$ cat src/hdl/minmax_peak_decimator_core_macros.svh
// ----------------------------------------------------------------------------
// Assertion macros for the min/max peak decimator
// Clocked implication checks that can be compiled out with NO_ASSERTIONS.
// ----------------------------------------------------------------------------
`ifndef MINMAX_PEAK_DECIMATOR_CORE_MACROS_SVH
`define MINMAX_PEAK_DECIMATOR_CORE_MACROS_SVH

`ifndef NO_ASSERTIONS

// Consequent must hold in the same cycle as the antecedent.
`define MMPD_ASSERT_SAME(label, clk, rst, ante, cons) \
   label: assert property (@(posedge clk) disable iff (rst) (ante) |-> (cons)) \
      else $error("mmpd assertion failed");

// Consequent must hold in the cycle after the antecedent.
`define MMPD_ASSERT_NEXT(label, clk, rst, ante, cons) \
   label: assert property (@(posedge clk) disable iff (rst) (ante) |=> (cons)) \
      else $error("mmpd assertion failed");

`else

`define MMPD_ASSERT_SAME(label, clk, rst, ante, cons)
`define MMPD_ASSERT_NEXT(label, clk, rst, ante, cons)

`endif

`endif

$ cat src/hdl/mmpd_pkg.sv
// ----------------------------------------------------------------------------
// Min/max peak decimator package
// Field widths, register indexes, window constants and the level scaler.
// ----------------------------------------------------------------------------
package mmpd_pkg;

   localparam int SAMPLE_W   = 16;
   localparam int FACTOR_W   = 16;
   localparam int HEIGHT_W   = 13;
   localparam int LEVEL_W    = 12;
   localparam int CSR_ADDR_W = 8;
   localparam int CSR_DATA_W = 16;
   localparam int PROD_W     = SAMPLE_W + HEIGHT_W;

   localparam logic [FACTOR_W-1:0] FACTOR_RESET = FACTOR_W'(1);
   localparam logic [HEIGHT_W-1:0] HEIGHT_RESET = HEIGHT_W'(256);
   localparam logic [FACTOR_W-1:0] COUNT_MAX    = '1;

   localparam logic signed [SAMPLE_W-1:0] MIN_INIT = 16'sd32767;
   localparam logic signed [SAMPLE_W-1:0] MAX_INIT = -16'sd32767;

   typedef enum logic [CSR_ADDR_W-1:0] {
      CSR_DECIMATION_FACTOR = 8'd0,
      CSR_WINDOW_HEIGHT     = 8'd1
   } csr_index_type;

   // Offset the sample into 0..65535, scale by the height and keep the upper
   // bits. Results of 4096 and above saturate to the top level.
   function automatic logic [LEVEL_W-1:0] scale_level(
      input logic signed [SAMPLE_W-1:0] v,
      input logic [HEIGHT_W-1:0]        h
   );
      logic [SAMPLE_W-1:0] offset;
      logic [PROD_W-1:0]   prod;
      logic [HEIGHT_W-1:0] scaled;
      offset = {~v[SAMPLE_W-1], v[SAMPLE_W-2:0]};
      prod   = PROD_W'(offset) * PROD_W'(h);
      scaled = prod[PROD_W-1:SAMPLE_W];
      if (scaled[HEIGHT_W-1]) begin
         return '1;
      end
      return scaled[LEVEL_W-1:0];
   endfunction

endpackage

$ cat src/hdl/mmpd_channels.sv
// ----------------------------------------------------------------------------
// Min/max peak decimator channels
// Sample input, level output and register write interfaces.
// ----------------------------------------------------------------------------
interface mmpd_req_if import mmpd_pkg::*; ();
   logic                       valid;
   logic                       ready;
   logic signed [SAMPLE_W-1:0] sample;
   logic                       last_sample;

   modport source (output valid, output sample, output last_sample, input ready);
   modport sink   (input valid, input sample, input last_sample, output ready);
endinterface

interface mmpd_rsp_if import mmpd_pkg::*; ();
   logic               valid;
   logic               ready;
   logic [LEVEL_W-1:0] low_level;
   logic [LEVEL_W-1:0] high_level;

   modport source (output valid, output low_level, output high_level, input ready);
   modport sink   (input valid, input low_level, input high_level, output ready);
endinterface

interface mmpd_csr_if import mmpd_pkg::*; ();
   logic                  valid;
   logic                  ready;
   logic [CSR_ADDR_W-1:0] index;
   logic [CSR_DATA_W-1:0] data;

   modport source (output valid, output index, output data, input ready);
   modport sink   (input valid, input index, input data, output ready);
endinterface

$ cat src/hdl/minmax_peak_decimator_core.sv
// ----------------------------------------------------------------------------
// Min/max peak decimator
// Waveform envelope: per window of samples, the scaled minimum and maximum.
// ----------------------------------------------------------------------------
// Usage:
//   req_port carries one signed sample per transaction, with last_sample
//   marking the end of the data. Every decimation_factor samples, or on a
//   sample marked last, one transaction leaves on rsp_port with the window's
//   minimum and maximum scaled to window_height. Other samples produce none.
//   csr_port writes decimation_factor (index 0) and window_height (index 1);
//   it is always ready, and other indexes are ignored. A factor of zero acts
//   as one. Write registers only while no window is in flight.
//   Throughput is one sample per cycle while rsp_port does not stall. A closing
//   sample's window is loaded into the window register when the sample is
//   accepted, and is scaled by the two 16x13 multipliers into the output
//   register once that register is free or being read, raising rsp_port.valid.
//   Reset (synchronous, active high) empties both stages, clears the window
//   and restores the register defaults. When rsp_port stalls, the output and
//   window registers hold one closed window each; req_port is held low while
//   both are occupied and rsp_port is not ready, whatever the next sample.
`include "minmax_peak_decimator_core_macros.svh"

module minmax_peak_decimator_core
   import mmpd_pkg::*;
(
   input  logic     clock,
   input  logic     reset,
   mmpd_req_if.sink   req_port,
   mmpd_rsp_if.source rsp_port,
   mmpd_csr_if.sink   csr_port
);

   logic [FACTOR_W-1:0]        factor_ff, factor_in;
   logic [HEIGHT_W-1:0]        height_ff, height_in;
   logic [FACTOR_W-1:0]        count_ff, count_in;
   logic signed [SAMPLE_W-1:0] min_ff, min_in;
   logic signed [SAMPLE_W-1:0] max_ff, max_in;

   logic                       win_valid_ff, win_valid_in;
   logic signed [SAMPLE_W-1:0] win_min_ff, win_min_in;
   logic signed [SAMPLE_W-1:0] win_max_ff, win_max_in;

   logic                       rsp_valid_ff, rsp_valid_in;
   logic [LEVEL_W-1:0]         low_ff, low_in;
   logic [LEVEL_W-1:0]         high_ff, high_in;

   logic                       req_accept;
   logic                       out_advance;
   logic                       win_advance;
   logic [FACTOR_W-1:0]        factor_eff;
   logic signed [SAMPLE_W-1:0] upd_min;
   logic signed [SAMPLE_W-1:0] upd_max;
   logic [FACTOR_W-1:0]        upd_count;
   logic                       window_close;

   assign out_advance    = !rsp_valid_ff || rsp_port.ready;
   assign win_advance    = win_valid_ff && out_advance;
   assign req_port.ready = !win_valid_ff || out_advance;
   assign req_accept     = req_port.valid && req_port.ready;

   assign csr_port.ready = 1'b1;

   assign rsp_port.valid      = rsp_valid_ff;
   assign rsp_port.low_level  = low_ff;
   assign rsp_port.high_level = high_ff;

   // Register writes.
   always_comb begin
      factor_in = factor_ff;
      height_in = height_ff;
      if (csr_port.valid) begin
         unique case (csr_port.index)
            CSR_DECIMATION_FACTOR: factor_in = csr_port.data[FACTOR_W-1:0];
            CSR_WINDOW_HEIGHT:     height_in = csr_port.data[HEIGHT_W-1:0];
            default: ;
         endcase
      end
   end

   // Window update for the incoming sample.
   always_comb begin
      factor_eff   = (factor_ff == '0) ? FACTOR_RESET : factor_ff;
      upd_min      = (req_port.sample < min_ff) ? req_port.sample : min_ff;
      upd_max      = (req_port.sample > max_ff) ? req_port.sample : max_ff;
      upd_count    = (count_ff == COUNT_MAX) ? COUNT_MAX : count_ff + FACTOR_W'(1);
      window_close = (upd_count >= factor_eff) || req_port.last_sample;

      count_in     = count_ff;
      min_in       = min_ff;
      max_in       = max_ff;
      win_valid_in = win_advance ? 1'b0 : win_valid_ff;
      win_min_in   = win_min_ff;
      win_max_in   = win_max_ff;

      if (req_accept) begin
         if (window_close) begin
            count_in     = '0;
            min_in       = MIN_INIT;
            max_in       = MAX_INIT;
            win_valid_in = 1'b1;
            win_min_in   = upd_min;
            win_max_in   = upd_max;
         end else begin
            count_in = upd_count;
            min_in   = upd_min;
            max_in   = upd_max;
         end
      end
   end

   // Scaling stage into the output register.
   always_comb begin
      rsp_valid_in = rsp_valid_ff && !rsp_port.ready;
      low_in       = low_ff;
      high_in      = high_ff;
      if (win_advance) begin
         rsp_valid_in = 1'b1;
         low_in       = scale_level(win_min_ff, height_ff);
         high_in      = scale_level(win_max_ff, height_ff);
      end
   end

   always_ff @(posedge clock) begin
      if (reset) begin
         factor_ff    <= FACTOR_RESET;
         height_ff    <= HEIGHT_RESET;
         count_ff     <= '0;
         min_ff       <= MIN_INIT;
         max_ff       <= MAX_INIT;
         win_valid_ff <= 1'b0;
         rsp_valid_ff <= 1'b0;
      end else begin
         factor_ff    <= factor_in;
         height_ff    <= height_in;
         count_ff     <= count_in;
         min_ff       <= min_in;
         max_ff       <= max_in;
         win_valid_ff <= win_valid_in;
         rsp_valid_ff <= rsp_valid_in;
      end
   end

   always_ff @(posedge clock) begin
      win_min_ff <= win_min_in;
      win_max_ff <= win_max_in;
      low_ff     <= low_in;
      high_ff    <= high_in;
   end

   // A sample marked last always closes a window.
   `MMPD_ASSERT_NEXT(a_last_closes, clock, reset, req_accept && req_port.last_sample, win_valid_ff)

   // A closed window waiting on a stalled output is never dropped.
   `MMPD_ASSERT_NEXT(a_win_held, clock, reset, win_valid_ff && !out_advance, win_valid_ff)

   // The scaled minimum never lies above the scaled maximum.
   `MMPD_ASSERT_SAME(a_level_order, clock, reset, rsp_valid_ff, low_ff <= high_ff)

endmodule
$ cat src/flat_wrapper.sv
// flat-port wrapper written by rule: the top's interface ports become plain ports
module minmax_peak_decimator_core_flat import mmpd_pkg::*;
  (clock, reset, req_port_valid, req_port_sample, req_port_last_sample, req_port_ready, rsp_port_valid, rsp_port_low_level, rsp_port_high_level, rsp_port_ready, csr_port_valid, csr_port_index, csr_port_data, csr_port_ready);
  mmpd_req_if req_port_i ();
  mmpd_rsp_if rsp_port_i ();
  mmpd_csr_if csr_port_i ();
  input  logic clock;
  input  logic reset;
  input wire logic [$bits(req_port_i.valid)-1:0] req_port_valid;
  input wire logic [$bits(req_port_i.sample)-1:0] req_port_sample;
  input wire logic [$bits(req_port_i.last_sample)-1:0] req_port_last_sample;
  output wire logic [$bits(req_port_i.ready)-1:0] req_port_ready;
  output wire logic [$bits(rsp_port_i.valid)-1:0] rsp_port_valid;
  output wire logic [$bits(rsp_port_i.low_level)-1:0] rsp_port_low_level;
  output wire logic [$bits(rsp_port_i.high_level)-1:0] rsp_port_high_level;
  input wire logic [$bits(rsp_port_i.ready)-1:0] rsp_port_ready;
  input wire logic [$bits(csr_port_i.valid)-1:0] csr_port_valid;
  input wire logic [$bits(csr_port_i.index)-1:0] csr_port_index;
  input wire logic [$bits(csr_port_i.data)-1:0] csr_port_data;
  output wire logic [$bits(csr_port_i.ready)-1:0] csr_port_ready;
  assign req_port_i.valid = req_port_valid;
  assign req_port_i.sample = req_port_sample;
  assign req_port_i.last_sample = req_port_last_sample;
  assign req_port_ready = req_port_i.ready;
  assign rsp_port_valid = rsp_port_i.valid;
  assign rsp_port_low_level = rsp_port_i.low_level;
  assign rsp_port_high_level = rsp_port_i.high_level;
  assign rsp_port_i.ready = rsp_port_ready;
  assign csr_port_i.valid = csr_port_valid;
  assign csr_port_i.index = csr_port_index;
  assign csr_port_i.data = csr_port_data;
  assign csr_port_ready = csr_port_i.ready;
  minmax_peak_decimator_core u_core (.clock(clock), .reset(reset), .req_port(req_port_i), .rsp_port(rsp_port_i), .csr_port(csr_port_i));
endmodule
$ cat config.mk
export PLATFORM = sky130hd
export DESIGN_NAME = minmax_peak_decimator_core_flat
export DESIGN_NICKNAME = d
export VERILOG_FILES = /design/src/hdl/mmpd_pkg.sv /design/src/hdl/mmpd_channels.sv /design/src/hdl/minmax_peak_decimator_core.sv /design/src/flat_wrapper.sv
export VERILOG_INCLUDE_DIRS = /design/src /design/src/hdl
export SDC_FILE = /design/constraint.sdc
export NUM_CORES = 1
export LEC_CHECK = 0
export ABC_AREA = 1
export BUFFER_PORTS_ARGS = -buffer_cell sky130_fd_sc_hd__buf_2
export CORE_MARGIN = 2
export CORE_UTILIZATION = 40
export DETAILED_ROUTE_END_ITERATION = 8
export PLACE_DENSITY = 0.61
export SLEW_MARGIN = 15
export SYNTH_ARGS = -nofsm -noshare
export SYNTH_HDL_FRONTEND = slang
export SYNTH_SLANG_ARGS = --single-unit
$ cat constraint.sdc
create_clock -name clock -period 13.45 [get_ports clock]
set_clock_uncertainty 0.1 [all_clocks]
set_input_delay 2.69 -clock clock [delete_from_list [all_inputs] [get_ports clock]]
set_output_delay 2.69 -clock clock [all_outputs]
set_load 0.005 [all_outputs]
After elaboration in Yosys (flattened, before gate mapping)
Cells that the tools add are included.
- $add $sub $neg: 1
- multiply operators: 2
- div/mod/pow operators: 0
- magnitude comparators: 3
- equal/unequal tests: 2
- shifts and indexed selects: 0
- muxes and demuxes: 19
- bitwise logic cells: 2
- reduce and logical (&&, ||, !) cells: 14
- operator list (operator ; count):
    16-bit 2-to-1 mux ; 7
    16-bit by 13-bit multiplier with 29-bit output ; 2
    12-bit 2-to-1 mux ; 4
    16-bit by 1-bit adder with 16-bit output (second input constant) ; 1
    16-bit equality test (second input constant) ; 1
    16-bit greater-or-equal comparator ; 1
    16-bit greater-than comparator ; 1
    16-bit zero test ; 1
    16-bit < comparator ; 1
    8-bit by 1-bit equality test with 1-bit output (second input constant) ; 1
    8-bit zero test ; 1
    1-bit 2-to-1 mux ; 8
    2-bit AND reduction ; 3
    1-bit logical AND ; 3
    1-bit zero test ; 3
    1-bit logical OR ; 3
    1-bit NOT ; 2
- register bits: 135
- bits in latches: 0
- bits in writable memories: 0
- ROM bits: 0
- input port bits: 46
- memories: 0

Depth between registers and ports, before layout
Gate-level depths: netlist of the first run.
- word-level depth: 6
- mapped depth: 26
- mapped depth without buffers: 25

Worst setup path before layout of the first run
No wires, ideal clock.
- path type: in2out
- start point: input port rsp_port_ready
- end point: output port req_port_ready
- arrival time: 2.859 ns
- data required time: 10.660 ns
- slack: 7.801 ns
- stages: 2
- path buffers: 0
- path through: inv_1 -> nand3_1
- word-level cells in the longest chain between the ends: 2
- ends and longest elaborated chain (element ; RTL line ; text):
    start: declaration ; flat_wrapper.sv:16 ; input wire logic [$bits(rsp_port_i.ready)-1:0] rsp_port_ready;
    1-bit logical OR ; minmax_peak_decimator_core.sv:56 ; assign out_advance = !rsp_valid_ff || rsp_port.ready;
    1-bit logical OR ; minmax_peak_decimator_core.sv:58 ; assign req_port.ready = !win_valid_ff || out_advance;
    end: declaration ; flat_wrapper.sv:12 ; output wire logic [$bits(req_port_i.ready)-1:0] req_port_ready;
Every way passes these cells.

Final worst setup path of the first run
Ends and elaborated chain as after synthesis.

==> metrics.cfg, run 1 <==
[cells_and_area]
final_cell_count_no_fill=3458
diodes=0
drive_gt1_share_pct=5.58
fin_nets=3305
area_growth_pct=7.43

[clock_tree]
cts.sinks=135
cts_post_setup_buffers_inserted=0
htreeDepth=4
clkTransAtPathRegs_ns=0.07
insertion_delay_ns=0.47
hold_buffers=0
cts_resized=0
clockBufferDepth=2
cts_root_buffer=clkbuf_16
cts_tree=done
numCtsBuffers=17

[synth]
netlist_area_mm2=0.0207
synth_top_area_share_pct=29.5
synth_cell_types=47
synth_top_family_by_area=adder cells
synth-simple-area-share_pct=20.6
synth-xor-area-share_pct=0.803
synth_area_per_cell_um2=7.50
yosysTopAreaCell=fa_1
synth-adder-area-share_pct=40.9
ys_top_cells_by_area=fa_1 30%, nand2_1 13%, inv_1 13%, ha_1 11%, edfxtp_1 8.1%
synthMuxAreaShare_pct=0
synth-seq-area-share_pct=15.7
synthCells=2766
synth_compound_area_share_pct=6.94
synth_seq_cells=135
syn_nets=3306
yosys_warnings=0

[drt]
routedWlPerCell_um=15.3
routed_wl_um=52900
drc=0
ant_nets=0
dr.first_iter.drc_count=1138
post_drt_via_cell_ratio=4.94
vias=17100
firstDrtPassIters=5

[timing]
fmax_mhz=167
tns_ns=0
hold_slack_ns=0.366
relSlewSlack_pct=27.1
setup_viol=0
rsz0062_at_grt=false
max_slew.worst_pin.slew_ns=1.09
drv_slew=0
finalCritPeriodShare_pct=44.5
finalCriticalPeriod_ns=5.98
hold_violations=0

[outcome]
outcome=finished, final reports clean

[floorplanning]
die_y_um=232
num_rows=83
start_util_pct=40.4
die-area_mm2=0.0537
ios=73
core_area_mm2=0.0513
die_w_um=232

[worst_setup_path]
crit_start=rsp_port_ready
worstSetupPathType=in -> out
r2r-start=u_core.height_ff[4]$_SDFFE_PP0P_
crit_path_max_fanout=3
cp-end-kind=output pin
worstPathRequired_ns=10.66
critPathArrivalTime_ns=3.19
critPathLaunchType=input port

[power]
p_per_area_mw_per_mm2=56.9
irDropWorstVdd_mv=0.0960
p_leak_nw=12.4
power.total_w=0.00127

[global_route]
gr-usage-all-layers_pct=20.8
grt_max_degree=49
grt_pass1_vias=17800
grt_overflow=0
grt_antenna_before_repair=1
grt_pass1_wl_um=89600

[flow_run]
drv_cap=0

[place]
dp_hpwl_um=41900
placed_cells=3426
gp_congestion=0.913
numPortBuffers=71

[min_path]
hold_class=reg -> reg
hold_start=u_core.max_ff[14]$_SDFFE_PP0P_

## where the power goes
| part | switching (W) | internal (W) |
|---|---|---|
| Combinational | 0.000157 | 0.0000829 |
| Sequential | 0.0000567 | 0.000452 |
| Clock | 0.000233 | 0.000286 |
## cells by family (layout without fill, tap and decap cells)
logic type / count (synthesis) / after routing
AO/OA/AOI/OAI: 262 / 262
XOR/XNOR: 19 / 19
buffers and inverters: 823 / 835
other: 1 / 1
AND/OR/NAND/NOR: 1032 / 1032
flip-flops: 135 / 135
adder cells (fa/ha/maj): 494 / 494
## synth_stat cells, drive strengths merged
| library cell | n |
|---|---|
| nand3b | 2 |
| a211oi | 2 |
| nor2 | 133 |
| xor2 | 14 |
| o21bai | 10 |
| and2 | 15 |
| a31o | 1 |
| o21a | 5 |
| inv | 715 |
| fa | 306 |
| nand4 | 36 |
| a21boi | 5 |
| dfxtp | 79 |
| o21ai | 94 |
| a21o | 12 |
| buf | 16 |
| edfxtp | 56 |
| and3 | 1 |
| nor4 | 3 |
| a31oi | 7 |
| o311ai | 2 |
| clkbuf | 91 |
| o211ai | 3 |
| nor3 | 20 |
| or2 | 4 |
| clkinv | 1 |
| nand2 | 731 |
| a21oi | 121 |
| xnor2 | 5 |
| nand3 | 87 |
| ha | 188 |
| conb | 1 |
## worst max-delay path, stage by stage
cell,delay [ns]
buf_2,0.09
inv_1,0.11
nand3_1,0.14
buf_2,0.16
## through the flow
stage	area (um^2)	setup WS, ns	utilization (%)
floorplan	20700	7.80	-
global placement	21600	7.48	42.2
detailed placement	21600	7.47	42.2
CTS	22300	7.47	43.4
global route	22300	7.26	43.4
finish	22300	7.47	43.4
## worst paths after layout
kind                                                endpoint  slack [ns]  cells past startpoint
setup / recovery                              req_port_ready        7.47                      4
hold / removal                u_core.max_ff[14]$_SDFFE_PP0P_        0.37                      2
setup reg to reg  u_core.rsp_port.low_level[3]$_SDFFCE_PP1P_        7.61                     19
hold reg to reg               u_core.max_ff[14]$_SDFFE_PP0P_        0.37                      2
## area by class of cell
type / instances / area, um^2
clock buffers: 17 / 425
repair buffers: 87 / 475
clock inverters: 15 / 204
multi-input cells: 1808 / 14400
flip-flops and latches: 135 / 3260
well taps: 680 / 851
inverters: 716 / 2690
fillers: 5242 / 29000
## state kept, by name, summed over array words and instances (netlist names)
name,count
u_core.factor_ff,16
u_core.min_ff,16
u_core.win_min_ff,16
u_core.height_ff,13
u_core.rsp_port.low_level,12
u_core.max_ff,16
u_core.count_ff,16
u_core.rsp_port.valid,1
u_core.win_max_ff,16
u_core.win_valid_ff,1
u_core.rsp_port.high_level,12
## placed cells by master, fill, tap and decap left out, drive strengths merged, types with 2 or more instances in the layout
cell type,Yosys,routed
a211oi,2,2
a21boi,5,5
a21o,12,12
a21oi,121,121
a31oi,7,7
and2,15,15
buf,16,87
bufinv,0,2
clkbuf,91,17
clkinv,1,4
dfxtp,79,79
edfxtp,56,56
fa,306,306
ha,188,188
inv,715,725
nand2,731,731
nand3,87,87
nand3b,2,2
nand4,36,36
nor2,133,133
nor3,20,20
nor4,3,3
o211ai,3,3
o21a,5,5
o21ai,94,94
o21bai,10,10
o311ai,2,2
or2,4,4
xnor2,5,5
xor2,14,14
## routing by layer
| metal | routed length (um) | GRT usage [%] | vias up | share of wire, % |
|---|---|---|---|---|
| li1 | - | - | 8239 | - |
| met1 | 24800 | 28.9 | 8319 | 47 |
| met2 | 24200 | 33.6 | 447 | 46 |
| met3 | 2420 | 2.56 | 74 | 4.6 |
| met4 | 1450 | 7.09 | 0 | 2.7 |
| met5 | 0 | 0 | - | 0 |
Power figures use the tool's default switching activity.
==> run 2, diff against run 1 <==
--- a/config.mk
+++ b/config.mk
@@ -11,7 +11,7 @@
 export CORE_MARGIN = 2
 export CORE_UTILIZATION = 40
 export DETAILED_ROUTE_END_ITERATION = 8
-export PLACE_DENSITY = 0.61
+export PLACE_DENSITY = 0.63
 export SLEW_MARGIN = 15
 export SYNTH_ARGS = -nofsm -noshare
 export SYNTH_HDL_FRONTEND = slang
==> constraint.sdc (replaced) <==
create_clock -name clock -period 5.4 [get_ports clock]
set_clock_uncertainty 0.1 [all_clocks]
set_input_delay 1.08 -clock clock [delete_from_list [all_inputs] [get_ports clock]]
set_output_delay 1.08 -clock clock [all_outputs]
set_load 0.005 [all_outputs]
==> run 2 against run 1 <==
  * Clock power is 130% higher
  * First-iteration DRC count increased by 3.5%
  * Utilization grew 2.8 points
  * Critical endpoint is now u_core.rsp_port.low_level[9]$_SDFFCE_PP1P_
==> metrics.cfg, run 2 (same netlist as run 1, synthesis figures left out) <==
[drt]
firstDrtPassIters=6  ; was 5
ant_nets=0  ; unchanged
routed_wl_um=55200  ; was 52900 um
drc=0  ; unchanged
post_drt_via_cell_ratio=4.91  ; was 4.94
dr.first_iter.drc_count=1178  ; was 1138
routedWlPerCell_um=15.4  ; was 15.3 um
vias=17700  ; was 17100

[timing]
finalCriticalPeriod_ns=5.19
drv_slew=0  ; unchanged
setup_viol=0  ; unchanged
relSlewSlack_pct=37.0  ; was 27.1%
rsz0062_at_grt=true  ; was false
hold_violations=0  ; unchanged
max_slew.worst_pin.slew_ns=0.943  ; was 1.09 ns
finalCritPeriodShare_pct=96.1
finalWorstSetupSlack_ns=0.209  ; was 7.47 ns
fmax_mhz=193

[power]
clockPowerShare_pct=36.8  ; was 40.9%
p_per_area_mw_per_mm2=134  ; was 56.9 mW/mm^2
power_frac_comb_pct=26.3  ; was 18.9%
p_int_w=0.00208  ; was 0.000821 W
power_switching_w=0.00110  ; was 0.000446 W
power.total_w=0.00319  ; was 0.00127 W
irDropWorstVdd_mv=0.245  ; was 0.0960 mV
seqPwrFrac_pct=36.9  ; was 40.2%
p_leak_nw=13.1  ; was 12.4 nW
swShare_pct=34.6  ; was 35.2%

[place]
placed_cells=3537  ; was 3426
dpl_worst_slack_ns=-0.172  ; was 7.47 ns
dp_hpwl_um=44300  ; was 41900 um
numPortBuffers=71  ; unchanged
place_area_mm2=0.0227  ; was 0.0216 mm^2
gp_congestion=0.900  ; was 0.913

[cells_and_area]
seqCellArea_mm2=0.00328  ; was 0.00326 mm^2
final_cell_mix=725 x nand2_1, 710 x inv_1, 306 x fa_1, 185 x ha_1, 121 x nor2_1  ; was 728 x nand2_1, 710 x inv_1, 306 x fa_1, 188 x ha_1, 126 x nor2_1
final_common_cell=nand2_1  ; unchanged
fill_cells=5124  ; was 5242
fin_nets=3442  ; was 3305
stdcell_area_mm2=0.0237  ; was 0.0223 mm^2
final_util_pct=46.3  ; was 43.4%
area_growth_pct=14.5  ; was 7.43%
drive_gt1_share_pct=10.9  ; was 5.58%
multi_input_area_mm2=0.0145  ; was 0.0144 mm^2
diodes=0  ; unchanged
final_cell_count_no_fill=3595  ; was 3458

[global_route]
top_usage_layer=met2  ; unchanged
met2_usage_pct=35.0  ; was 33.6%
gr-usage-met3_pct=2.57  ; was 2.56%
grt_antenna_before_repair=1  ; unchanged
grt_max_degree=45  ; was 49
grtUsageMet1_pct=28.9  ; about the same
grt_overflow=0  ; unchanged
grt_pass1_vias=18000  ; was 17800
gr-usage-all-layers_pct=21.2  ; was 20.8%
grt_pass1_wl_um=90800  ; was 89600 um

[clock_tree]
cts.sinks=135  ; unchanged
insertion_delay_ns=0.47  ; about the same
cts_tree=done  ; unchanged
htreeDepth=4  ; unchanged
cts_root_buffer=clkbuf_16  ; unchanged
numCtsBuffers=17  ; unchanged
clockBufferDepth=2  ; unchanged
clkTransAtPathRegs_ns=0.07  ; about the same
hold_buffers=0  ; unchanged

[floorplanning]
core_area_mm2=0.0513  ; unchanged
num_rows=83  ; unchanged
ios=73  ; unchanged
start_util_pct=40.4  ; unchanged
die-area_mm2=0.0537  ; unchanged
die_y_um=232  ; unchanged
die_w_um=232  ; unchanged

[worst_setup_path]
path_delay_family=adder cells  ; was buffers and inverters
crit_path_frequent_cell=fa_1  ; was buf_2
critPathArrivalTime_ns=5.32  ; was 3.19 ns
crit_path_max_fanout=7  ; was 3
path_cells=buf_4 > buf_4 > nand2_1 > inv_1 > fa_1 > fa_1 > fa_1 > fa_1 > inv_1 > fa_1 > inv_1 > ha_1 > buf_4 > nand2_1 > o21ai_0 > a211oi_2 > nand3_1 > xor2_1 > inv_1 > nand2_1  ; was buf_2 > inv_1 > nand3_1 > buf_2
slowest_stage=fa_1  ; was buf_2
path_buf_inv=7  ; was 3
worstPathRequired_ns=5.53  ; was 10.66 ns
cp-end-kind=flop  ; was output pin
worstSetupPathType=reg -> reg  ; was in -> out
critPathLaunchType=flop  ; was input port
cp_slowest_stage_delay_ns=0.57  ; was 0.16 ns

[flow_run]
drv_cap=0  ; unchanged

[min_path]
hold_class=reg -> reg  ; unchanged

[outcome]
outcome=finished, final reports clean  ; unchanged

-- run 2: cell count changes in the layout (fill, tap and decap cells not counted), sizes merged --
| cell | before | now |
|---|---|---|
| inv | 725 | 724 |
| buf | 87 | 221 |
| clkbuf | 17 | 22 |
| bufinv | 2 | 0 |
| clkinv | 4 | 5 |
-- run 2: final timing paths --
kind / slack (ns) / depth (start not counted) / startpoint / endpoint
hold reg to reg: 0.37 / 2 / u_core.max_ff[9]$_SDFFE_PP0P_ / u_core.max_ff[9]$_SDFFE_PP0P_
setup / recovery: 0.21 / 20 / u_core.win_min_ff[9]$_DFFE_PP_ / u_core.rsp_port.low_level[9]$_SDFFCE_PP1P_
hold / removal: 0.37 / 2 / u_core.max_ff[9]$_SDFFE_PP0P_ / u_core.max_ff[9]$_SDFFE_PP0P_
setup reg to reg: 0.21 / 20 / u_core.win_min_ff[9]$_DFFE_PP_ / u_core.rsp_port.low_level[9]$_SDFFCE_PP1P_
-- run 2: repair_timing --
action / CTS / global route
gates cloned: 0 / 3
gates resized for setup: 2 / 49
setup endpoints to repair: 24 / 24
setup buffers: 4 / 18
pin swaps: 0 / 14
-- run 2: power by group through the flow --
stage	Combinational, W	Sequential, W	Clock (W)
global placement	0.000757	0.00121	0
global route	0.000943	0.00118	0.00123
floorplan	0.000475	0.00117	0
detailed placement	0.000770	0.00122	0
finish	0.000838	0.00117	0.00117
CTS	0.000790	0.00119	0.00120
-- run 2: worst min-delay path, cell delays in order (launching register included) --
cell and delay, ns:
dfxtp_1 0.31, nand2_1 0.06, a21oi_1 0.05
-- run 2: stage by stage --
stage	TNS (ns)	hold WS [ns]
after floorplan	0	0.330
after global placement	-1.27	0.353
after detailed placement	-2.97	0.355
after CTS	0	0.365
after global routing	-0.0433	0.379
final	0	0.367
-- run 2: routing by layer --
metal	wire length (um)	vias to the layer above	part of all wire, %
li1	-	8519	-
met1	25200	8594	46
met2	25800	466	47
met3	2870	78	5.2
met4	1330	0	2.4
met5	0	-	0
-- run 2: area by class of cell --
type,instances,area share [%]
clock buffer,19,1.96
sequential,135,13.8
clock inverter,13,0.443
tap,680,3.58
timing repair buffer,224,7.88
multi-input combinational,1808,61.0
inverter,716,11.3
